**src/rtl/mm_pkg.sv**
```systemverilog
// Shared constants, codes and types for the matrix multiply block.
package mm_pkg;

    // Defaults for the top-level parameters
    localparam int MAX_DIM_DEF    = 8;
    localparam int DATA_WIDTH_DEF = 32;
    localparam int FRAC_BITS_DEF  = 16;

    // Fixed port widths
    localparam int IDX_W     = 3;
    localparam int DIM_W     = 4;
    localparam int VAL_W     = 32;
    localparam int ACT_W     = 2;
    localparam int CFG_IDX_W = 2;

    localparam logic [DIM_W-1:0] DIM_RESET = 4'd8;

    // Action codes of an input transfer
    localparam logic [ACT_W-1:0] ACT_LOAD_A = 2'd0;
    localparam logic [ACT_W-1:0] ACT_LOAD_B = 2'd1;
    localparam logic [ACT_W-1:0] ACT_START  = 2'd2;

    // Configuration register indexes
    localparam logic [CFG_IDX_W-1:0] CFG_ROWS_M  = 2'd0;
    localparam logic [CFG_IDX_W-1:0] CFG_INNER_R = 2'd1;
    localparam logic [CFG_IDX_W-1:0] CFG_COLS_N  = 2'd2;

    typedef enum logic {
        SEQ_IDLE,
        SEQ_RUN
    } t_seq_state;

    // Tag that travels alongside each multiply-accumulate step
    typedef struct packed {
        logic             valid;
        logic             first;
        logic             last_k;
        logic             last_elem;
        logic [IDX_W-1:0] row;
        logic [IDX_W-1:0] col;
    } t_tag;

    // Pipeline status seen by the sequencer
    typedef struct packed {
        logic adv;
        logic busy;
    } t_pipe_stat;

endpackage

```
**src/rtl/mm_ram.sv**
```systemverilog
// Single-port-write, single-port-read synchronous memory with registered read data.
module mm_ram #(
    parameter int DEPTH = mm_pkg::MAX_DIM_DEF * mm_pkg::MAX_DIM_DEF,
    parameter int WIDTH = mm_pkg::DATA_WIDTH_DEF
) (
    input  logic                     i_clk,
    input  logic                     i_we,
    input  logic [$clog2(DEPTH)-1:0] i_waddr,
    input  logic [WIDTH-1:0]         i_wdata,
    input  logic                     i_re,
    input  logic [$clog2(DEPTH)-1:0] i_raddr,
    output logic [WIDTH-1:0]         o_rdata
);

    logic [WIDTH-1:0] r_mem [DEPTH];
    logic [WIDTH-1:0] r_rdata;

    // Write port
    always_ff @(posedge i_clk) begin
        if (i_we) begin
            r_mem[i_waddr] <= i_wdata;
        end
    end

    // Read port, hold data while the pipeline stalls
    always_ff @(posedge i_clk) begin
        if (i_re) begin
            r_rdata <= r_mem[i_raddr];
        end
    end

    assign o_rdata = r_rdata;

endmodule

```
**config.mk**
```make
export PLATFORM = sky130hd
export DESIGN_NAME = mm_ram
export DESIGN_NICKNAME = d
export VERILOG_FILES = /design/src/rtl/mm_pkg.sv /design/src/rtl/mm_ram.sv
export SDC_FILE = /design/constraint.sdc
export NUM_CORES = 2
export LEC_CHECK = 0
export BUFFER_PORTS_ARGS = -buffer_cell sky130_fd_sc_hd__buf_2
export CAP_MARGIN = 20
export CORE_MARGIN = 1.5
export CORE_UTILIZATION = 55
export CTS_CLUSTER_DIAMETER = 60
export DETAILED_ROUTE_END_ITERATION = 6
export HOLD_SLACK_MARGIN = 0.03
export PLACE_DENSITY = 0.72
export SKIP_LAST_GASP = 1
export SLEW_MARGIN = 30
export SYNTH_ARGS = -nofsm -noshare
export SYNTH_HDL_FRONTEND = slang
export SYNTH_SLANG_ARGS = --single-unit
```
**constraint.sdc**
```tcl
create_clock -name i_clk -period 6.3 [get_ports i_clk]
set_input_delay 1.575 -clock i_clk [delete_from_list [all_inputs] [get_ports i_clk]]
set_output_delay 1.575 -clock i_clk [all_outputs]
set_load 0.01 [all_outputs]
```
== Word-level counts from Yosys, hierarchy flattened ==
Memories as Yosys holds them, arrays and structs flattened. A register that Yosys moved wholly into a read port is not among the register bits.
Cells that the tools add are included.
Operators by class
  muxes and demuxes: 2
Operator list (number)
  1-bit 2-to-1 mux: 2
Word-level totals
  register bits after elaboration: 0
  memories kept: 1
  input bits: 47
  memory bits (writable): 2048
  output and inout bits: 32
Memory list
  r_mem: words 64, width 32, rd ports 1, clocked after memory_dff 1, write ports 1, RTL line mm_ram.sv:15  | logic [WIDTH-1:0] r_mem [DEPTH];

== Longest topological paths before layout ==
  word-level depth: 2
  gate-level depth with buffers: 10
  mapped depth without buffers: 5

== Worst setup path before layout ==
No wires, ideal clock.
  path type: in2reg
  start: in i_waddr[3]
  end: mem r_mem[48][0] (netlist bit), enable pin
  arrival: 4.274 ns
  setup slack: 1.565 ns
  stages: 4
  library setup time: 0.461 ns
  cells stage by stage: clkbuf_1 -> nor2b_1 -> nand4b_1 -> nor3_1
RTL lines
  start: declaration: RTL line mm_ram.sv:8  | input logic [$clog2(DEPTH)-1:0] i_waddr,
  end: declaration: RTL line mm_ram.sv:15
No word-level cell before the write port.

==> impl_metrics.ini <==
[grt]
grt_pass1_vias = 37900
grt_max_degree = 88
antenna_found_initial = 17
grtUsageTotal = 0.277
grt_overflow = 0
grt_pass1_wl_um = 282000

[clock_network]
ctsResizeCount = 0
htree_levels = 4
worstSkewPairLatency_ps = 840
cts_root_buf = clkbuf_16
cts_setup_buffers = 0
cts_hold_buffers = 0
clkSinkCount = 2080
cts_made_buffers = 196
cts.path.max_buffers = 3
clk_pin_slew_ps = 60
cts_tree = yes

[timing]
fmax_mhz = 242
finClkSkew_ps = 22.2
hold_viol_final = 0
slew_headroom = 0.300
fin_crit_sh = 0.656
finalSetupViolCount = 0
slew_violations = 0
tightest_slew_ps = 1050
min_period_ps = 4130
rsz0062_at_grt = false
setup-tns-final_ps = 0

[floorplanning]
rows = 138
initial_utilization = 0.555
die-width_um = 382
core_region_area_um2 = 142000
die_area_um2 = 146000
fp.dieH_um = 382
io_pins = 79

[placement]
place_area_um2 = 82700
gp_congestion = 0.810
hpwl_um = 112000
portBuffers = 78

[drt]
vias = 38100
first_pass_iters = 7
wl_um = 200000
drc = 3
ant_nets = 0
drt-vias-per-instance = 6.76
wire_per_inst_um = 35.4
drt-initial-drc-count = 5664

[pwr]
finalPower_uw = 28300
ir_worst_vdd_mv = 0.313
power.leakage_uw = 0.0277
power_density_nw_per_um2 = 318

[synth]
syn_inst = 3324
syn_avg_cell_area_um2 = 23.7
ys_top_cells_by_area = edfxtp_1 79%, mux4_2 16%, mux2i_1 1.2%, o22ai_1 0.67%, nor2_1 0.65%
synth.top_cell.area_share = 0.792
synth_edf_count = 2080
seq_area_frac_synth = 0.792
ys_ff_latch = 2080
synth_cell_types = 33
ys_async_sr_fraction = 0
syn_area_um2 = 78800
yosys.area.top_type = edfxtp_1
synthesis.nets = 3371
yosys_warnings = 0
ys.flop_type = edfxtp_1

[worst_setup_path]
crit_arrival_ps = 4690
critPathKind = in2reg
crit_path_start_kind = primary input
path_max_fanout = 62
endpoint_kind = register
required_ps = 6860

[final_layout]
mostFrequentLayoutCells = 2,080 x edfxtp_1, 544 x mux4_2, 201 x clkbuf_16
mostFrequentLayoutCell = edfxtp_1
area_growth_pct = 12.9
design_area_um2 = 89000
final-seq-area_um2 = 62500
fin_nets = 3615
fillers = 9193
multi_input_area_um2 = 16000
drive_above_1_share = 0.297

[run]
maxCapViolCount = 0

[run_status]
status = finished with violations
failed_checks = design-rule violations

[min_path]
hold_class = reg2reg
[per-stage QoR]
stage	setup slack (ps)	std cells	util	hold slack (ps)
floorplan	1570	3324	-	750
global placement	1290	5249	0.581	813
detailed placement	1310	5257	0.582	851
CTS	2190	5623	0.626	865
global route	2030	5628	0.627	925
finish	2170	5635	0.627	849
[state kept, by name (all words and copies together) (netlist names)]
name and cells:
o_rdata 32, r_mem 2048
[power breakdown]
part           internal [uW]  leakage [uW]  switching (uW)
Combinational            512       0.00589             870
Clock                   6530       0.00305            5010
Sequential             15400        0.0187            52.6
Total                  22400        0.0277            5940
[synth_stat cells (7+ instances only)]
library cell,count
nor2b_1,15
a21oi_1,62
buf_4,25
buf_1,21
a311oi_1,8
clkbuf_1,74
a22oi_1,12
nand2_1,26
edfxtp_1,2080
o22ai_1,84
nor2_1,137
mux2i_1,93
nand2b_1,8
mux4_2,544
o221ai_1,27
buf_2,57
nor3_1,7
[per-layer routing]
metal  vias up  routed length, um  track usage
li1      14800                  -            -
met1     20400              75100        0.394
met2      2545              96500        0.432
met3       323              23200       0.0715
met4        14               4780       0.0748
met5         -                 80            0
[critical path, cell delays in order]
cell and delay (ps):
buf_8 640, buf_4 470, buf_4 370, mux4_2 550, mux4_2 490, o22ai_1 440, nor2_1 100
[area by class of cell]
cell class / count / area share
multi-input combinational: 1062 / 0.179
clock inverter: 122 / 0.0119
sequential: 2080 / 0.702
clock buffer: 244 / 0.0583
tap: 1890 / 0.0266
timing repair buffer: 228 / 0.0220
antenna: 9 / 0.000253
[cell families after synthesis]
group	count (synthesis)	synth area share
and+or+nand+nor	223	0.0126
DFF	2080	0.792
buffers and inverters	182	0.0112
muxes	637	0.167
AOI/OAI and AO/OA	202	0.0167
[path summary, 6_finish.rpt]
| check | startpoint | to | slack (ps) | depth (start not counted) |
|---|---|---|---|---|
| hold / removal | r_mem[12][4]$_DFFE_PP_ | o_rdata[4]$_DFFE_PP_ | 850 | 4 |
| hold reg to reg | r_mem[12][4]$_DFFE_PP_ | o_rdata[4]$_DFFE_PP_ | 850 | 4 |
| setup / recovery | i_raddr[0] | o_rdata[7]$_DFFE_PP_ | 2170 | 7 |
| setup reg to reg | r_mem[34][5]$_DFFE_PP_ | o_rdata[5]$_DFFE_PP_ | 3850 | 4 |
Power figures use the tool's default switching activity.
