<file path="src/rtl/mm_pkg.sv">
// Shared constants, codes and types for the matrix multiply block.
package mm_pkg;

    // Defaults for the top-level parameters
    localparam int MAX_DIM_DEF    = 8;
    localparam int DATA_WIDTH_DEF = 32;
    localparam int FRAC_BITS_DEF  = 16;

    // Fixed port widths
    localparam int IDX_W     = 3;
    localparam int DIM_W     = 4;
    localparam int VAL_W     = 32;
    localparam int ACT_W     = 2;
    localparam int CFG_IDX_W = 2;

    localparam logic [DIM_W-1:0] DIM_RESET = 4'd8;

    // Action codes of an input transfer
    localparam logic [ACT_W-1:0] ACT_LOAD_A = 2'd0;
    localparam logic [ACT_W-1:0] ACT_LOAD_B = 2'd1;
    localparam logic [ACT_W-1:0] ACT_START  = 2'd2;

    // Configuration register indexes
    localparam logic [CFG_IDX_W-1:0] CFG_ROWS_M  = 2'd0;
    localparam logic [CFG_IDX_W-1:0] CFG_INNER_R = 2'd1;
    localparam logic [CFG_IDX_W-1:0] CFG_COLS_N  = 2'd2;

    typedef enum logic {
        SEQ_IDLE,
        SEQ_RUN
    } t_seq_state;

    // Tag that travels alongside each multiply-accumulate step
    typedef struct packed {
        logic             valid;
        logic             first;
        logic             last_k;
        logic             last_elem;
        logic [IDX_W-1:0] row;
        logic [IDX_W-1:0] col;
    } t_tag;

    // Pipeline status seen by the sequencer
    typedef struct packed {
        logic adv;
        logic busy;
    } t_pipe_stat;

endpackage

</file>
<file path="src/rtl/mm_mac.sv">
// Multiply-accumulate datapath: product, exact accumulation, shift, saturation, output register.
module mm_mac #(
    parameter int MAX_DIM    = mm_pkg::MAX_DIM_DEF,
    parameter int DATA_WIDTH = mm_pkg::DATA_WIDTH_DEF,
    parameter int FRAC_BITS  = mm_pkg::FRAC_BITS_DEF
) (
    input  logic                            i_clk,
    input  logic                            i_rst_n,
    input  mm_pkg::t_tag                    i_tag,
    input  logic signed [DATA_WIDTH-1:0]    i_a,
    input  logic signed [DATA_WIDTH-1:0]    i_b,
    output mm_pkg::t_pipe_stat              o_stat,
    output logic                            o_out_valid,
    input  logic                            i_out_ready,
    output logic [mm_pkg::IDX_W-1:0]        o_out_row,
    output logic [mm_pkg::IDX_W-1:0]        o_out_col,
    output logic signed [mm_pkg::VAL_W-1:0] o_product_value,
    output logic                            o_last_element
);

    localparam int PROD_W = 2 * DATA_WIDTH;
    localparam int ACC_W  = PROD_W + $clog2(MAX_DIM) + 1;
    localparam int HI_W   = ACC_W - DATA_WIDTH + 1;
    localparam logic signed [DATA_WIDTH-1:0] SAT_MAX = {1'b0, {(DATA_WIDTH-1){1'b1}}};
    localparam logic signed [DATA_WIDTH-1:0] SAT_MIN = {1'b1, {(DATA_WIDTH-1){1'b0}}};

    mm_pkg::t_tag r_s1, r_s2, r_s3;

    logic                         adv;
    logic signed [PROD_W-1:0]     r_prod;
    logic signed [ACC_W-1:0]      r_acc;
    logic signed [ACC_W-1:0]      shifted;
    logic [HI_W-1:0]              hi_bits;
    logic                         overflow;
    logic signed [DATA_WIDTH-1:0] sat;
    logic                         emit;

    logic                         r_out_valid;
    logic [mm_pkg::IDX_W-1:0]     r_out_row;
    logic [mm_pkg::IDX_W-1:0]     r_out_col;
    logic signed [DATA_WIDTH-1:0] r_out_value;
    logic                         r_out_last;

    // Whole pipeline moves only when the output register can take a result
    assign adv         = !r_out_valid || i_out_ready;
    assign o_stat.adv  = adv;
    assign o_stat.busy = r_s1.valid || r_s2.valid || r_s3.valid;

    // Advance the tags with their data
    always_ff @(posedge i_clk) begin
        if (!i_rst_n) begin
            r_s1 <= '0;
            r_s2 <= '0;
            r_s3 <= '0;
        end else if (adv) begin
            r_s1 <= i_tag;
            r_s2 <= r_s1;
            r_s3 <= r_s2;
        end
    end

    // Register the product
    always_ff @(posedge i_clk) begin
        if (adv) begin
            r_prod <= PROD_W'(i_a) * PROD_W'(i_b);
        end
    end

    // Accumulate at full width, restart on the first step of an element
    always_ff @(posedge i_clk) begin
        if (adv && r_s2.valid) begin
            if (r_s2.first) begin
                r_acc <= ACC_W'(r_prod);
            end else begin
                r_acc <= r_acc + ACC_W'(r_prod);
            end
        end
    end

    // Floor shift, then saturate
    always_comb begin
        shifted  = r_acc >>> FRAC_BITS;
        hi_bits  = shifted[ACC_W-1:DATA_WIDTH-1];
        overflow = !((&hi_bits) || !(|hi_bits));
        if (overflow) begin
            sat = shifted[ACC_W-1] ? SAT_MIN : SAT_MAX;
        end else begin
            sat = shifted[DATA_WIDTH-1:0];
        end
    end

    assign emit = r_s3.valid && r_s3.last_k;

    // Output register
    always_ff @(posedge i_clk) begin
        if (!i_rst_n) begin
            r_out_valid <= 1'b0;
        end else if (adv) begin
            r_out_valid <= emit;
        end
    end

    always_ff @(posedge i_clk) begin
        if (adv && emit) begin
            r_out_row   <= r_s3.row;
            r_out_col   <= r_s3.col;
            r_out_value <= sat;
            r_out_last  <= r_s3.last_elem;
        end
    end

    assign o_out_valid     = r_out_valid;
    assign o_out_row       = r_out_row;
    assign o_out_col       = r_out_col;
    assign o_product_value = mm_pkg::VAL_W'(r_out_value);
    assign o_last_element  = r_out_last;

endmodule

</file>
<file path="config.mk">
export PLATFORM = sky130hd
export DESIGN_NAME = mm_mac
export DESIGN_NICKNAME = d
export VERILOG_FILES = /design/src/rtl/mm_pkg.sv /design/src/rtl/mm_mac.sv
export SDC_FILE = /design/constraint.sdc
export NUM_CORES = 2
export LEC_CHECK = 0
export CORE_MARGIN = 2
export CORE_UTILIZATION = 35
export DETAILED_ROUTE_END_ITERATION = 6
export DONT_BUFFER_PORTS = 1
export PLACE_DENSITY_LB_ADDON = 0.08
export SLEW_MARGIN = 30
export SYNTH_ARGS = -nofsm -noshare
export SYNTH_HDL_FRONTEND = slang
export SYNTH_SLANG_ARGS = --single-unit
</file>
<file path="constraint.sdc">
create_clock -name i_clk -period 24.3 [get_ports i_clk]
set_input_delay 2.43 -clock i_clk [delete_from_list [all_inputs] [get_ports i_clk]]
set_output_delay 2.43 -clock i_clk [all_outputs]
set_load 0.05 [all_outputs]
</file>
; After elaboration in Yosys (flattened, before gate mapping)
; Cells that the tools add are included.
[totals]
regBits = 201
elab_cells = 40
[op_classes]
add_sub_neg = 1
mul = 1
mux = 3
reduce_logical = 11
[op_table]
columns = operator, n
row1 = adder 68 x 64 -> 68 bit, 1
row2 = 2-to-1 mux 68 bit, 1
row3 = multiplier 32 x 32 -> 64 bit, 1
row4 = 2-to-1 mux 32 bit, 2
row5 = AND reduction 21 bit, 1
row6 = OR reduction 21 bit, 1
row7 = logical OR 1 bit, 4
row8 = logical AND 1 bit, 3
row9 = zero test 1 bit, 2

; Logic depth before layout (Yosys ltp)
[depth]
ltp_word = 4
depth_mapped = 29
ltp_nobuf = 27

; Worst setup path before layout
; Ideal clock, no wire load.
[synth_timing]
kind = input port to flip-flop
startpoint = input port i_a[31]
endpoint = register r_prod[63], data pin
setup_ps = 260
arrival_time_ps = 9781
required_ps = 24040
slack_ps = 14259
path_stages = 27
path_cell_list = clkbuf_1 nand2_1 inv_1 fa_1 inv_1 fa_1 inv_1 fa_1 fa_1 inv_1 fa_1 inv_1 fa_1 inv_1 fa_1 inv_1 fa_1 ha_1 a21o_1 a21o_1 a21o_1 a211oi_1 o2111ai_1 a311oi_2 o21bai_1 a21o_1 xnor2_1
[synth_between]
elab_chain_cells = 1
[synth_rtl]
columns = element, line_no
row1 = from (decl), mm_mac.sv:10  ; input logic signed [DATA_WIDTH-1:0] i_a,
row2 = multiplier 32 x 32 -> 64 bit, mm_mac.sv:65  ; r_prod <= PROD_W'(i_a) * PROD_W'(i_b);
row3 = to (signal assigned), mm_mac.sv:65
row4 = to (decl), mm_mac.sv:30  ; logic signed [PROD_W-1:0] r_prod;
; No other way between the ends.
; A chain may end at the register's enable or synchronous reset.

; Final worst setup path
[layout_timing]
startpoint = input port i_b[2]
endpoint = register r_prod[63], data pin
[layout_between]
elab_chain_cells = 1
[layout_rtl]
columns = element, line_no
row1 = from (decl), mm_mac.sv:11  ; input logic signed [DATA_WIDTH-1:0] i_b,
row2 = multiplier 32 x 32 -> 64 bit, mm_mac.sv:65
; No other way between the ends.

==> impl_metrics.ini <==
[synth]
syn_area_um2 = 47300
synth_cell_types = 77
syn_nets = 6347
synth-main-ff-cell = edfxtp_1
ys_seq_area_share_pct = 12.1
yosysWarnings = 0
async_flop_share_pct = 0
synth_area_per_cell_um2 = 9.58
synth_cells = 4936
synth_seq_cells = 201
synth_edf_count = 171

[floorplan]
ios = 119
die-area_um2 = 138000
die_w_um = 372
start_util_pct = 35.4
die_h_um = 372
core_area_um2 = 134000
num_rows = 134

[route]
first_pass_iters = 5
routed_wl_um = 135000
wire_per_inst_um = 20.8
drtIter0Drc = 1678
viasPerCell = 4.91
dr_total_vias = 31900
ant_nets = 0
drc_errors = 0

[sta]
finalMaxSlewViolations = 0
clock_skew_ns = 0.0300
slew_headroom_pct = 46.9
setup_violations = 0
worst_pin_slew_ns = 0.795
final_hold_viol_count = 0
period_share_pct = 41.0
rsz0062_at_grt = no
fin_setup_tns_ns = 0
fmax_ghz = 0.100
min_period_ns = 9.97

[clock_tree]
cts.clk_slew.worst_paths_ns = 0.06
cts_buffer_depth = 3
clock_latency_ns = 0.53
cts_root_buf = clkbuf_16
h-tree-depth = 1
clock_sinks = 201
cts_resized = 0
ctsHoldBuffers = 0
numCtsBuffers = 20
postCtsSetupBuffers = 0
tritoncts = built

[layout]
antenna_cells = 0
fill_cells = 13600
area_growth_pct = 4.26
drive_above_1_share_pct = 1.67
final_nets = 6119
final_common_cell = fa_1
layout_common_cells = fa_1, inv_1, nand2_1

[global_routing]
antenna_found_initial = 7
grt_pass1_vias = 35100
grt_max_degree = 69
overflow = 0
grt_pass1_wl_um = 215000
grt_usage_pct = 20.1

[place]
io_buffers = 0
gp_routability_congestion = 0.854
hpwlAfterDp_um = 107000

[setup_path]
path_max_fanout = 32
crit_required_ns = 24.56
critical_path.endpoint_type = flop
startpoint_type = input port
arrival_ns = 10.23
worstSetupPathType = in -> reg

[hold_path]
hp-class = reg -> reg

[status]
status = completed

[run]
cap_violations = 0
## synth_stat cells, types with 33 or more instances
| cell type | number | share of area (%) |
|---|---|---|
| fa_1 | 1083 | 46 |
| ha_1 | 251 | 6.6 |
| and2_1 | 523 | 6.9 |
| a21o_1 | 89 | 1.4 |
| o21ai_0 | 106 | 1.1 |
| xor2_1 | 44 | 0.81 |
| nor2_1 | 91 | 0.72 |
| nand4_1 | 33 | 0.44 |
| a21oi_1 | 131 | 1.4 |
| clkbuf_1 | 248 | 2.0 |
| nand2_1 | 680 | 5.4 |
| edfxtp_1 | 171 | 11 |
| xnor2_1 | 83 | 1.5 |
| inv_1 | 1002 | 8.0 |
## logic make-up after synthesis
family | Yosys count | share of synthesized area (%)
and+or+nand+nor | 1459 | 15.2
DFF | 201 | 12.1
xor gates and xnor gates | 127 | 2.35
AOI/OAI and AO/OA | 547 | 7.70
muxes | 7 | 0.156
buffers and inverters | 1261 | 10.0
adders and majority gates | 1334 | 52.5
## cell type report
class	count	area (um^2)	area share, %
flip-flops and latches	201	5740	11.6
inverters	1002	3760	7.63
clock inverters	13	119	0.241
repair buffers	9	108	0.218
multi-input cells	3474	36800	74.7
well taps	1768	2210	4.49
clock buffers	23	533	1.08
## worst max-delay path, cell delays in order
cell,delay (ns)
nand2_1,0.10
inv_1,0.10
fa_1,0.60
fa_1,0.45
fa_1,0.72
fa_1,1.09
inv_1,0.35
fa_1,0.56
inv_1,0.05
fa_1,0.53
inv_1,0.05
fa_1,0.47
inv_1,0.05
fa_1,0.44
ha_1,0.35
a21o_1,0.22
a21o_1,0.18
a21o_1,0.19
a211oi_1,0.29
o2111ai_1,0.25
a311oi_2,0.32
o21bai_1,0.10
a21o_1,0.19
xnor2_1,0.12
## state kept, by name, summed over array words and instances, names as in the netlist
register / flops
r_acc: 68
r_s2: 10
r_s3: 9
o_product_value: 32
o_last_element: 1
r_prod: 64
o_out_col: 3
r_s1: 10
o_out_valid: 1
o_out_row: 3
## stage by stage
step / area, um^2 / worst slack, ns / utilization, % / hold WS, ns / cells
finish: 49300 / 14.33 / 36.9 / 0.430 / 6490
global route: 49300 / 13.91 / 36.9 / 0.446 / 6490
CTS: 49300 / 14.31 / 36.9 / 0.434 / 6490
detailed placement: 48700 / 13.79 / 36.4 / 0.418 / 6454
global placement: 48600 / 13.82 / 36.3 / 0.414 / 6452
floorplan: 47300 / 14.26 / - / 0.408 / 4936
## layer usage
| layer | track usage, % | part of all wire [%] | up-vias |
|---|---|---|---|
| met5 | 0 | 0 | - |
| met4 | 2.09 | 0.84 | 0 |
| met3 | 2.14 | 4.8 | 64 |
| met2 | 30.9 | 43 | 600 |
| met1 | 31.3 | 51 | 16700 |
| li1 | - | - | 14500 |
## path summary, 6_finish.rpt
| check | startpoint | endpoint | slack, ns | cells after the start |
|---|---|---|---|---|
| hold / removal | r_s3[3] | o_out_row[0] | 0.43 | 0 |
| setup / recovery | i_b[2] | r_prod[63] | 14.33 | 24 |
| setup reg to reg | r_prod[0] | r_acc[58] | 20.57 | 12 |
| hold reg to reg | r_s3[3] | o_out_row[0] | 0.43 | 0 |
Power is not shown: default switching activity piles up to over one toggle a cycle in this logic, so the estimate is an artifact.
