[config.mk]
export PLATFORM = sky130hd
export DESIGN_NAME = mm_seq
export DESIGN_NICKNAME = d
export VERILOG_FILES = /design/src/rtl/mm_pkg.sv /design/src/rtl/mm_seq.sv
export SDC_FILE = /design/constraint.sdc
export NUM_CORES = 1
export LEC_CHECK = 0
export BUFFER_PORTS_ARGS = -buffer_cell sky130_fd_sc_hd__clkbuf_2
export CORE_UTILIZATION = 30
export DETAILED_ROUTE_END_ITERATION = 8
export PLACE_DENSITY = 0.7
export SYNTH_ARGS = -nofsm -noshare
export SYNTH_HDL_FRONTEND = slang
export SYNTH_SLANG_ARGS = --single-unit
[constraint.sdc]
create_clock -name i_clk -period 7 [get_ports i_clk]
set_input_delay 0.35 -clock i_clk [delete_from_list [all_inputs] [get_ports i_clk]]
set_output_delay 0.35 -clock i_clk [all_outputs]
set_load 0.05 [all_outputs]
[src/rtl/mm_pkg.sv]
// Shared constants, codes and types for the matrix multiply block.
package mm_pkg;

    // Defaults for the top-level parameters
    localparam int MAX_DIM_DEF    = 8;
    localparam int DATA_WIDTH_DEF = 32;
    localparam int FRAC_BITS_DEF  = 16;

    // Fixed port widths
    localparam int IDX_W     = 3;
    localparam int DIM_W     = 4;
    localparam int VAL_W     = 32;
    localparam int ACT_W     = 2;
    localparam int CFG_IDX_W = 2;

    localparam logic [DIM_W-1:0] DIM_RESET = 4'd8;

    // Action codes of an input transfer
    localparam logic [ACT_W-1:0] ACT_LOAD_A = 2'd0;
    localparam logic [ACT_W-1:0] ACT_LOAD_B = 2'd1;
    localparam logic [ACT_W-1:0] ACT_START  = 2'd2;

    // Configuration register indexes
    localparam logic [CFG_IDX_W-1:0] CFG_ROWS_M  = 2'd0;
    localparam logic [CFG_IDX_W-1:0] CFG_INNER_R = 2'd1;
    localparam logic [CFG_IDX_W-1:0] CFG_COLS_N  = 2'd2;

    typedef enum logic {
        SEQ_IDLE,
        SEQ_RUN
    } t_seq_state;

    // Tag that travels alongside each multiply-accumulate step
    typedef struct packed {
        logic             valid;
        logic             first;
        logic             last_k;
        logic             last_elem;
        logic [IDX_W-1:0] row;
        logic [IDX_W-1:0] col;
    } t_tag;

    // Pipeline status seen by the sequencer
    typedef struct packed {
        logic adv;
        logic busy;
    } t_pipe_stat;

endpackage

[src/rtl/mm_seq.sv]
// Sequencer: configuration registers, load writes and the i/j/k address walk.
module mm_seq #(
    parameter int MAX_DIM    = mm_pkg::MAX_DIM_DEF,
    parameter int DATA_WIDTH = mm_pkg::DATA_WIDTH_DEF
) (
    input  logic                                    i_clk,
    input  logic                                    i_rst_n,
    input  logic                                    i_cfg_valid,
    input  logic [mm_pkg::CFG_IDX_W-1:0]            i_cfg_index,
    input  logic [mm_pkg::DIM_W-1:0]                i_cfg_data,
    input  logic                                    i_in_valid,
    output logic                                    o_in_ready,
    input  logic [mm_pkg::ACT_W-1:0]                i_action,
    input  logic [mm_pkg::IDX_W-1:0]                i_row_index,
    input  logic [mm_pkg::IDX_W-1:0]                i_col_index,
    input  logic signed [mm_pkg::VAL_W-1:0]         i_element_value,
    input  mm_pkg::t_pipe_stat                      i_stat,
    output logic                                    o_we_a,
    output logic                                    o_we_b,
    output logic [$clog2(MAX_DIM*MAX_DIM)-1:0]      o_waddr,
    output logic [DATA_WIDTH-1:0]                   o_wdata,
    output logic [$clog2(MAX_DIM*MAX_DIM)-1:0]      o_raddr_a,
    output logic [$clog2(MAX_DIM*MAX_DIM)-1:0]      o_raddr_b,
    output mm_pkg::t_tag                            o_tag
);

    localparam int DEPTH  = MAX_DIM * MAX_DIM;
    localparam int ADDR_W = $clog2(DEPTH);
    localparam logic [mm_pkg::DIM_W-1:0] MAX_D = mm_pkg::DIM_W'(MAX_DIM);

    mm_pkg::t_seq_state r_state, n_state;

    logic [mm_pkg::DIM_W-1:0] r_rows, r_inner, r_cols;
    logic [mm_pkg::IDX_W-1:0] r_i, r_j, r_k;
    logic [mm_pkg::IDX_W-1:0] n_i, n_j, n_k;
    logic [mm_pkg::IDX_W-1:0] last_m, last_r, last_n;
    logic                     accept;
    logic                     start_acc;
    logic                     in_range;
    logic                     done;

    // Clamp a dimension into 1..MAX_DIM and return its last index
    function automatic logic [mm_pkg::IDX_W-1:0] last_idx(input logic [mm_pkg::DIM_W-1:0] d);
        logic [mm_pkg::DIM_W-1:0] e;
        e = d;
        if (d == '0) begin
            e = mm_pkg::DIM_W'(1);
        end else if (d > MAX_D) begin
            e = MAX_D;
        end
        return mm_pkg::IDX_W'(e - 1'b1);
    endfunction

    assign last_m = last_idx(r_rows);
    assign last_r = last_idx(r_inner);
    assign last_n = last_idx(r_cols);

    // Take new items only when idle and the pipeline has drained
    assign o_in_ready = (r_state == mm_pkg::SEQ_IDLE) && !i_stat.busy;
    assign accept     = i_in_valid && o_in_ready;
    assign start_acc  = accept && (i_action == mm_pkg::ACT_START);
    assign done       = (r_i == last_m) && (r_j == last_n) && (r_k == last_r);

    // Configuration writes
    always_ff @(posedge i_clk) begin
        if (!i_rst_n) begin
            r_rows  <= mm_pkg::DIM_RESET;
            r_inner <= mm_pkg::DIM_RESET;
            r_cols  <= mm_pkg::DIM_RESET;
        end else if (i_cfg_valid) begin
            unique case (i_cfg_index)
                mm_pkg::CFG_ROWS_M:  r_rows  <= i_cfg_data;
                mm_pkg::CFG_INNER_R: r_inner <= i_cfg_data;
                mm_pkg::CFG_COLS_N:  r_cols  <= i_cfg_data;
                default: ;
            endcase
        end
    end

    // Load writes; drop loads outside the store
    assign in_range = ({1'b0, i_row_index} < MAX_D) && ({1'b0, i_col_index} < MAX_D);
    assign o_we_a   = accept && in_range && (i_action == mm_pkg::ACT_LOAD_A);
    assign o_we_b   = accept && in_range && (i_action == mm_pkg::ACT_LOAD_B);
    assign o_waddr  = ADDR_W'(int'(i_row_index) * MAX_DIM + int'(i_col_index));
    assign o_wdata  = i_element_value[DATA_WIDTH-1:0];

    // Next state
    always_comb begin
        n_state = r_state;
        unique case (r_state)
            mm_pkg::SEQ_IDLE: begin
                if (start_acc) begin
                    n_state = mm_pkg::SEQ_RUN;
                end
            end
            mm_pkg::SEQ_RUN: begin
                if (i_stat.adv && done) begin
                    n_state = mm_pkg::SEQ_IDLE;
                end
            end
            default: n_state = mm_pkg::SEQ_IDLE;
        endcase
    end

    // Advance k, then j, then i
    always_comb begin
        n_i = r_i;
        n_j = r_j;
        n_k = r_k;
        if (start_acc) begin
            n_i = '0;
            n_j = '0;
            n_k = '0;
        end else if (r_state == mm_pkg::SEQ_RUN && i_stat.adv) begin
            if (r_k != last_r) begin
                n_k = r_k + 1'b1;
            end else begin
                n_k = '0;
                if (r_j != last_n) begin
                    n_j = r_j + 1'b1;
                end else begin
                    n_j = '0;
                    n_i = r_i + 1'b1;
                end
            end
        end
    end

    always_ff @(posedge i_clk) begin
        if (!i_rst_n) begin
            r_state <= mm_pkg::SEQ_IDLE;
            r_i     <= '0;
            r_j     <= '0;
            r_k     <= '0;
        end else begin
            r_state <= n_state;
            r_i     <= n_i;
            r_j     <= n_j;
            r_k     <= n_k;
        end
    end

    // Read addresses and step tag
    always_comb begin
        o_raddr_a       = ADDR_W'(int'(r_i) * MAX_DIM + int'(r_k));
        o_raddr_b       = ADDR_W'(int'(r_k) * MAX_DIM + int'(r_j));
        o_tag.valid     = (r_state == mm_pkg::SEQ_RUN);
        o_tag.first     = (r_k == '0);
        o_tag.last_k    = (r_k == last_r);
        o_tag.last_elem = (r_i == last_m) && (r_j == last_n);
        o_tag.row       = r_i;
        o_tag.col       = r_j;
    end

endmodule

Word-level counts from Yosys, hierarchy flattened
Cells that the tools add are included.

Register bits after elaboration: 22. Input bits: 52. Logic and storage cells: 65.

$add $sub $neg: 9. Order comparisons: 3. Equality and inequality tests: 9. Multiplexer cells: 11. Bitwise logic cells: 4. Reduce and logical (&&, ||, !) cells: 22.

Operators with widths (count): two-way mux 3 bit (8); adder 6 x 3 -> 6 bit (3); > comparator 4 bit, second input constant (3); logical NOT 4 bit (3); adder 3 x 1 -> 3 bit, second input constant (3); == test 3 bit (3); logical AND 1 bit (9); subtractor 3 x 1 -> 3 bit, second input constant (3); AND reduction 2 bit (4); inequality test 3 bit (2); == test 2 x 1 -> 1 bit, second input constant (2); == test 2 bit, second input constant (2); logical NOT 2 bit (2); NOT 1 bit (4); logical NOT 3 bit (1); AND reduction 3 bit (1); two-way mux 1 bit (2); one-hot mux 1 bit (2 select lines) (1); OR reduction 2 bit (1); logical NOT 1 bit (1).

Logic depth before layout (Yosys ltp)
Gate-level depths: netlist (run 1).

Depth in word-level cells: 10. Gate-level depth with buffers: 9. Depth with buffers taken out: 9.

Least setup slack after synthesis (run 1)
OpenSTA, ideal clock, no wires.

Path type: register to register. Start: register r_cols[1] in the netlist's numbering. End: register r_state. Library setup time: 0.216 ns. Arrival: 3.306 ns. Required time: 6.784 ns. Path slack: 3.478 ns. Stages on the path, launching flop included: 10. Cells stage by stage: dfxtp_1 o21ba_2 nor2_1 inv_1 ha_1 xor2_1 xnor2_1 o211ai_2 nor4_1 a41oi_1.

RTL lines: start: declaration (line mm_seq.sv:33) `logic [mm_pkg::DIM_W-1:0] r_rows, r_inner, r_cols;`; start signal: assignment (line mm_seq.sv:69) `r_cols <= mm_pkg::DIM_RESET;`; start signal: assignment (line mm_seq.sv:74) `mm_pkg::CFG_COLS_N: r_cols <= i_cfg_data;`; end signal: assignment (line mm_seq.sv:131) `r_state <= mm_pkg::SEQ_IDLE;`; end signal: assignment (line mm_seq.sv:136) `r_state <= n_state;`; end: declaration (line mm_seq.sv:31) `mm_pkg::t_seq_state r_state, n_state;`.

==> results.md, run 1 <==
- Status: complete, no violations
- Total track usage: 11.64%
- Worst path slowest cell: nor4_1
- Final nets: 239
- H-tree depth: 1
- Unrepaired setup endpoints after global routing: no
- Cell Rows: 26
- Leading cell types in the layout, fill and taps excluded: clkbuf_2 (38), dfxtp_1 (22), nor2_1 (14), nand2_1 (11), mux2i_1 (11)
- Critical path arrival: roughly 2.7 ns
- Post-CTS Hold Buffers: 0
- Vias per cell: between 4 and 5
- Grt ovf: 0
- Placer congestion estimate: between 0.7 and 0.8
- Register bit total from synthesis: 22
- Yosys warns: 0
- Iteration count of the initial detailed-routing pass: 4
- Proportion of layout cells with a drive suffix above 1: about 30%
- CTS tree: built
- Commonest non-fill, non-tap cell in the layout: clkbuf_2
- Crit path largest cell delay: roughly 0.53 ns
- Synthesized area per cell: 8.752 um^2
- Via count: 1,160
- Area delta synth->final: -1.700%
- Number of port buffers: 38
- Post-CTS Resized: 0
- ANT nets after route: 0
- Hpwl dp: roughly 2.4 mm
- Mapped cell area: 1619 um^2
- First-pass GRT wire length: 5.050 mm
- CTS Sinks: 22
- Initial antenna violation count: 0
- WL/cell: ~12 um
- Pwr Density: 159.4 nW/um^2
- Final Cycle Share: 43.44%
- Worst Path Max Fanout: 10
- Die height: 75.47 um
- Register area share after synthesis: 27.20%
- Initial Util: between 30% and 40%
- Reg area: between 400 and 500 um^2
- Slew margin rel.: approximately 53%
- Final Hold Vio Count: 0
- CP cell instances: o21ba_2 -> nor2_1 -> inv_1 -> ha_1 -> xor2_1 -> o31a_1 -> o211ai_2 -> nor4_1 -> clkbuf_2
- Fillcell total: 570
- DRC Markers: 0
- Clk pin slew, worst setup/hold paths: 0.08 ns
- Critical path type: flip-flop to output port
- Fmax: 0.3289 GHz
- Syn Nets: approximately 240
- CTS Buf Count: 3
- Fin Clk Skew: between 0.007 and 0.008 ns
- Synth Instances: 185
- MaxCap Viol Count: 0
- Multi-input gate area: 792.0 um^2
- Routed wire length: approximately 3.0 mm
- Die width: 75.47 um
- Hold Crit Class: primary input to flip-flop
- Vias in the first global route: ~1,100
- Worst-Skew Late Latency: ~0.27 ns
- Startpoint class of the critical path: flip-flop
- Fin crit period: roughly 3.0 ns
- # setup viols final: 0
- CTS root buf: clkbuf_8
- TNS Setup: 0 ns
- Core region area: approximately 5100 um^2
- Total power draw: ~0.25 mW
- I/O pin cnt: between 100 and 150
- LEAKAGE: around 0.7 nW
- Die Area: approximately 5700 um^2
- Starting DRT DRC Count: between 40 and 50
- Required time of the critical path: 6.65 ns
- Bufs on Longest Clock Path: 2
- Max-slew violation count: 0
- Antenna Diode Count: 0
- VDD IR max: ~52 uV
- Largest net degree at the start of global routing: 13
- Distinct cell type count after synthesis: between 40 and 50
- Worst-Margin Slew: between 0.7 and 0.8 ns
- Type of destination of the critical path: output port
- Post-CTS Setup Bufs: 0
## cells in the mapped netlist
master | instances | area, um^2
mux2i_1 | 11 | 110.1
o21a_1 | 1 | 7.510
nor2_1 | 14 | 52.55
nand3_1 | 2 | 10.01
buf_4 | 48 | 360.4
clkinv_1 | 1 | 3.750
o211ai_2 | 2 | 25.02
dfxtp_1 | 22 | 440.4
or3b_1 | 1 | 8.760
nor3b_1 | 3 | 22.52
ha_1 | 7 | 87.58
or4_1 | 1 | 7.510
o211ai_1 | 1 | 7.510
xor2_1 | 5 | 43.79
a32o_1 | 1 | 10.01
nand3b_1 | 3 | 22.52
inv_1 | 6 | 22.52
o21ai_4 | 1 | 16.27
nand2_1 | 11 | 41.29
o21bai_1 | 2 | 15.01
o21ba_2 | 2 | 20.02
or2b_1 | 1 | 7.510
and2b_2 | 1 | 8.760
or3_1 | 2 | 12.51
nand2b_1 | 3 | 18.77
xnor2_1 | 5 | 43.79
a31o_2 | 1 | 8.760
o21ai_0 | 3 | 15.01
nor2b_1 | 4 | 25.02
nor4_1 | 1 | 6.260
o211a_1 | 2 | 20.02
a21oi_1 | 5 | 25.02
or3b_2 | 1 | 8.760
a41oi_1 | 1 | 8.760
o31a_1 | 1 | 8.760
nor3_2 | 1 | 10.01
nor3_1 | 1 | 5.000
a211oi_1 | 1 | 7.510
or2_2 | 2 | 12.51
o31ai_1 | 3 | 22.52
nand4b_1 | 1 | 8.760
## kinds of logic after synthesis
logic type	synth area share, %
flip-flops	27.20
adder cells (fa/ha/maj)	5.409
XOR/XNOR	5.409
AND/OR/NAND/NOR	17.85
multiplexers	6.801
AO/OA/AOI/OAI	13.45
buffers and inverters	23.88
## sequential cells by signal, indices dropped and copies added (netlist names)
name     count
r_k          3
r_rows       4
r_state      1
r_j          3
r_i          3
r_cols       4
r_inner      4
## per-layer routing
layer  part of all wire (%)  wire, um  GRT usage (%)
met5                      0         0              0
met4                    2.4        73          6.584
met3                    5.9       177          1.720
met2                     46      1369          19.05
met1                     46      1372          14.65
## worst paths after layout
path,slack [ns],end,start,depth (start not counted)
hold / removal,0.32,r_state$_SDFF_PN0_,i_stat[1],2
setup / recovery,3.96,o_tag[6],r_cols[1]$_SDFFE_PN0P_,9
setup reg to reg,4.57,r_i[2]$_SDFFE_PP0P_,r_inner[1]$_SDFFE_PN0P_,8
hold reg to reg,0.49,r_cols[0]$_SDFFE_PN0P_,r_cols[0]$_SDFFE_PN0P_,2
## stage by stage
step	setup slack [ns]	cell area [um^2]	util [%]	hold slack (ns)	std cells
after floorplan	3.478	1619	-	0.4119	185
after global placement	4.328	1536	29.89	0.4757	245
after detailed placement	4.232	1536	29.89	0.4780	245
after CTS	3.928	1592	30.96	0.3263	249
after global routing	3.672	1592	30.96	0.3418	249
final	3.959	1592	30.96	0.3247	249
## cell type report
cell class	count	area share, %
inverters	7	1.651
clock buffers	4	3.459
repair buffers	38	11.95
flip-flops and latches	22	27.67
multi-input cells	108	49.76
well taps	70	5.503
## power by group
part / switching [mW] / internal [mW] / total, mW
sequential: 0.00259 / 0.128 / 0.130
clock: 0.0404 / 0.0502 / 0.0906
combinational: 0.0200 / 0.0125 / 0.0325
total: 0.0630 / 0.191 / 0.254
## critical path: cells and delay by family (launching register included)
kind            cells  cell delay [ns]
compound gates      3             0.56
fa+ha+maj           1             0.30
buf+inv             2             0.44
xor+xnor            1             0.13
flops               1             0.33
simple gates        2             0.68
No activity file was read; power rests on OpenSTA's default activity.
==> inputs of run 2 (changes only) <==
- ABC_AREA: default -> 1
- PLACE_DENSITY: 0.7 -> 0.72
- clock period: 7 -> 2.7 ns (I/O delays scaled with it)
==> run 2 against run 1 <==
Compared with the run above:
- via count grew 17%
- clock power grew to 3.4 times the previous value
- sequential share of layout area shrank 1.0 points
- cell count grew 23%
- die area grew 2.9%
- largest power group unchanged
- core utilization grew 0.57 points
- critical path depth grew 2
- sequential power grew to 2.6 times the previous value
- cell area grew 3.8%
- worst hold slack lost 0.18 ns
- non-clock buffer count is the same
- clock skew shrank 0.0031 ns
==> results.md, run 2 <==
- Type of destination of the critical path: output port
- LEAKAGE: 0.8549 nW (+19%)
- Total power draw: 0.7436 mW (+190%)
- Grt ovf: 0 (unchanged)
- Top-count cell post-synth: buf_4
- Status: complete, no violations
- Die width: 76.54 um (+1.4%)
- Initial antenna violation count: 0 (unchanged)
- Final nets: 296 (+24%)
- Most used DFF post-synth: dfxtp_1
- Met1 Resource Use GR: 14.68% (+0.024 points)
- Cell taking the most area after synthesis: dfxtp_1
- DP Area: 1580 um^2 (+2.9%)
- Die Area: 5858 um^2 (+2.9%)
- Ys async rst share: 0% (unchanged)
- Required time of the critical path: 2.57 ns (-4.08 ns)
- Clk pin slew, worst setup/hold paths: 0.08 ns (about the same)
- Hold Crit Class: primary input to flip-flop
- Hpwl dp: 2.585 mm (+7.5%)
- Final Cycle Share: 78.70%
- Most frequent cells after synthesis: buf_4 (48), nand2_1 (47), nor2_1 (29)
- Antenna Diode Count: 0 (unchanged)
- Post-synth EDFFs: 0 (unchanged)
- Bufs on Longest Clock Path: 2 (unchanged)
- First-pass GRT wire length: 5.554 mm (+10%)
- ANT nets after route: 0 (unchanged)
- Vias in the first global route: 1,274 (+18%)
- Die height: 76.54 um (+1.4%)
- Routed wire length: 3.201 mm (+6.9%)
- Vias per cell: 4.418 (-5.2%)
- Register bit total from synthesis: 22 (unchanged)
- Biggest regs: r_cols x4, r_inner x4, r_rows x4
- Mapped cell area: 1667 um^2 (+2.9%)
- Met2 Resource Use GR: 18.02% (-1.0 points)
- Max-slew violation count: 0 (unchanged)
- Ranking of synthesized cells by area: dfxtp_1 (26%), buf_4 (22%), nand2_1 (11%), nor2_1 (6.5%), inv_1 (5.9%)
- Critical path type: flip-flop to output port
- Post-CTS Hold Buffers: 0 (unchanged)
- Commonest non-fill, non-tap cell in the layout: nand2_1
- GRT busiest layer: met2
- Post-CTS Setup Bufs: 0 (unchanged)
- CTS root buf: clkbuf_8
- Top-area cell type share of the netlist area: 26.43% (-0.78 points)
- Starting DRT DRC Count: 57 (+27%)
- Synthesized area per cell: 6.858 um^2 (-22%)
- Worst-Margin Slew: 0.5382 ns (-0.1621 ns)
- Total track usage: 11.62% (-0.017 points)
- MaxCap Viol Count: 0 (unchanged)
- Initial Util: 31.82% (+0.32 points)
- Unrepaired setup endpoints after global routing: no
- Final Hold Vio Count: 0 (unchanged)
- Pwr Density: 450.2 nW/um^2 (+180%)
- Fmax: around 0.47 GHz
- Via count: 1,352 (+17%)
- Core region area: 5238 um^2 (+1.9%)
- Largest net degree at the start of global routing: 15 (+2)
- Placer congestion estimate: 0.7882 (+8.3%)
- # setup viols final: 0 (unchanged)
- Register area share after synthesis: 26.43% (-0.78 points)
- Final Util: 31.53% (+0.57 points)
- Global-route met3 utilization: 3.832% (+2.1 points)
- Proportion of layout cells with a drive suffix above 1: 22.88% (-6.7 points)
- CTS Buf Count: 3 (unchanged)
- WL/cell: 10.46 um (-13%)
- CTS tree: built
- Post-CTS Resized: 0 (unchanged)
- Fin crit period: 2.125 ns
- WHS: 0.1446 ns (-0.1801 ns)
- Cell Rows: 26 (unchanged)
- TNS Setup: 0 ns (unchanged)
- Syn Nets: 302 (+24%)
- Synth Instances: 243 (+31%)
- Number of port buffers: 38 (unchanged)
- Fin Clk Skew: 0.004008 ns (-0.003131 ns)
- I/O pin cnt: 115 (unchanged)
- Worst Path Max Fanout: 4 (-6)
- Distinct cell type count after synthesis: 24 (-41%)
- Post-route cell area: 1652 um^2 (+3.8%)
- DRC Markers: 0 (unchanged)
- Critical path arrival: 1.99 ns (-0.70 ns)
- Yosys warns: 0 (unchanged)
- Iteration count of the initial detailed-routing pass: 4 (unchanged)
- Worst-Skew Late Latency: 0.27 ns (about the same)
- H-tree depth: 1 (unchanged)
- Leading cell types in the layout, fill and taps excluded: nand2_1 (47), clkbuf_2 (38), nor2_1 (29), inv_1 (26), dfxtp_1 (22)
- VDD IR max: 202.7 uV (+290%)
- Slew margin rel.: 63.84% (+11 points)
- Startpoint class of the critical path: flip-flop
- CTS Sinks: 22 (unchanged)
- Area delta synth->final: -0.9011%
run 2: cell types whose count changed after synthesis, sizes merged, moves of 4 or more:
cell | previous run | this run
mux2i | 11 | 0
xnor2 | 5 | 0
nand2 | 11 | 53
nor2 | 14 | 30
inv | 6 | 27
o21ai | 4 | 12
nor3 | 2 | 8
nand4 | 0 | 4
nand3 | 2 | 13
nor2b | 4 | 0
run 2: report_power, final:
| part | leakage, nW | internal (mW) | switching [mW] |
|---|---|---|---|
| sequential | 0.179 | 0.334 | 0.00813 |
| combinational | 0.640 | 0.0312 | 0.0599 |
| clock | 0.0357 | 0.198 | 0.112 |
| total | 0.855 | 0.564 | 0.180 |
run 2: cells by family after synthesis:
logic type / after synthesis / share of synthesized area [%]
DFF: 22 / 26.43
xor gates and xnor gates: 5 / 2.628
adders and majority gates: 7 / 5.255
buffers and inverters: 77 / 28.15
and+or+nand+nor: 108 / 29.13
AOI/OAI and AO/OA: 24 / 8.408
run 2: critical path, stage by stage (launching register included):
cell	delay (ns)
dfxtp_1	0.34
o21ai_0	0.22
nand2_1	0.09
ha_1	0.21
inv_1	0.05
nand2_1	0.05
nand2_1	0.07
nand2_1	0.04
nand2_1	0.05
nand3_1	0.12
nor2_1	0.18
clkbuf_2	0.30
run 2: cell type report:
type | instances | area, um^2
Sequential cell | 22 | 440.4
Inverter | 28 | 105.1
Clock buffer | 3 | 41.29
Fill cell | 574 | 3586
Tap cell | 70 | 87.58
Clock inverter | 1 | 30.03
Multi-Input combinational cell | 144 | 757.0
Timing Repair Buffer | 38 | 190.2
run 2: per-stage QoR:
step / instances / setup WS [ns]
floorplan: 243 / 0.2963
global placement: 302 / 0.8992
detailed placement: 302 / 0.8516
CTS: 306 / 0.5373
global route: 306 / 0.3686
finish: 306 / 0.5752
run 2: metal layers:
metal | wire length (um) | vias up
li1 | - | 706
met1 | 1507 | 586
met2 | 1375 | 52
met3 | 270 | 8
met4 | 47 | 0
met5 | 0 | -
run 2: worst paths after layout:
kind / end / from / slack [ns] / depth (start not counted)
setup / recovery: o_tag[6] / r_cols[1]$_SDFFE_PN0P_ / 0.58 / 11
hold / removal: r_inner[3]$_SDFFE_PN1P_ / i_cfg_data[3] / 0.14 / 3
setup reg to reg: r_j[2]$_SDFFE_PP0P_ / r_inner[1]$_SDFFE_PN0P_ / 0.90 / 13
hold reg to reg: r_state$_SDFF_PN0_ / r_state$_SDFF_PN0_ / 0.49 / 2
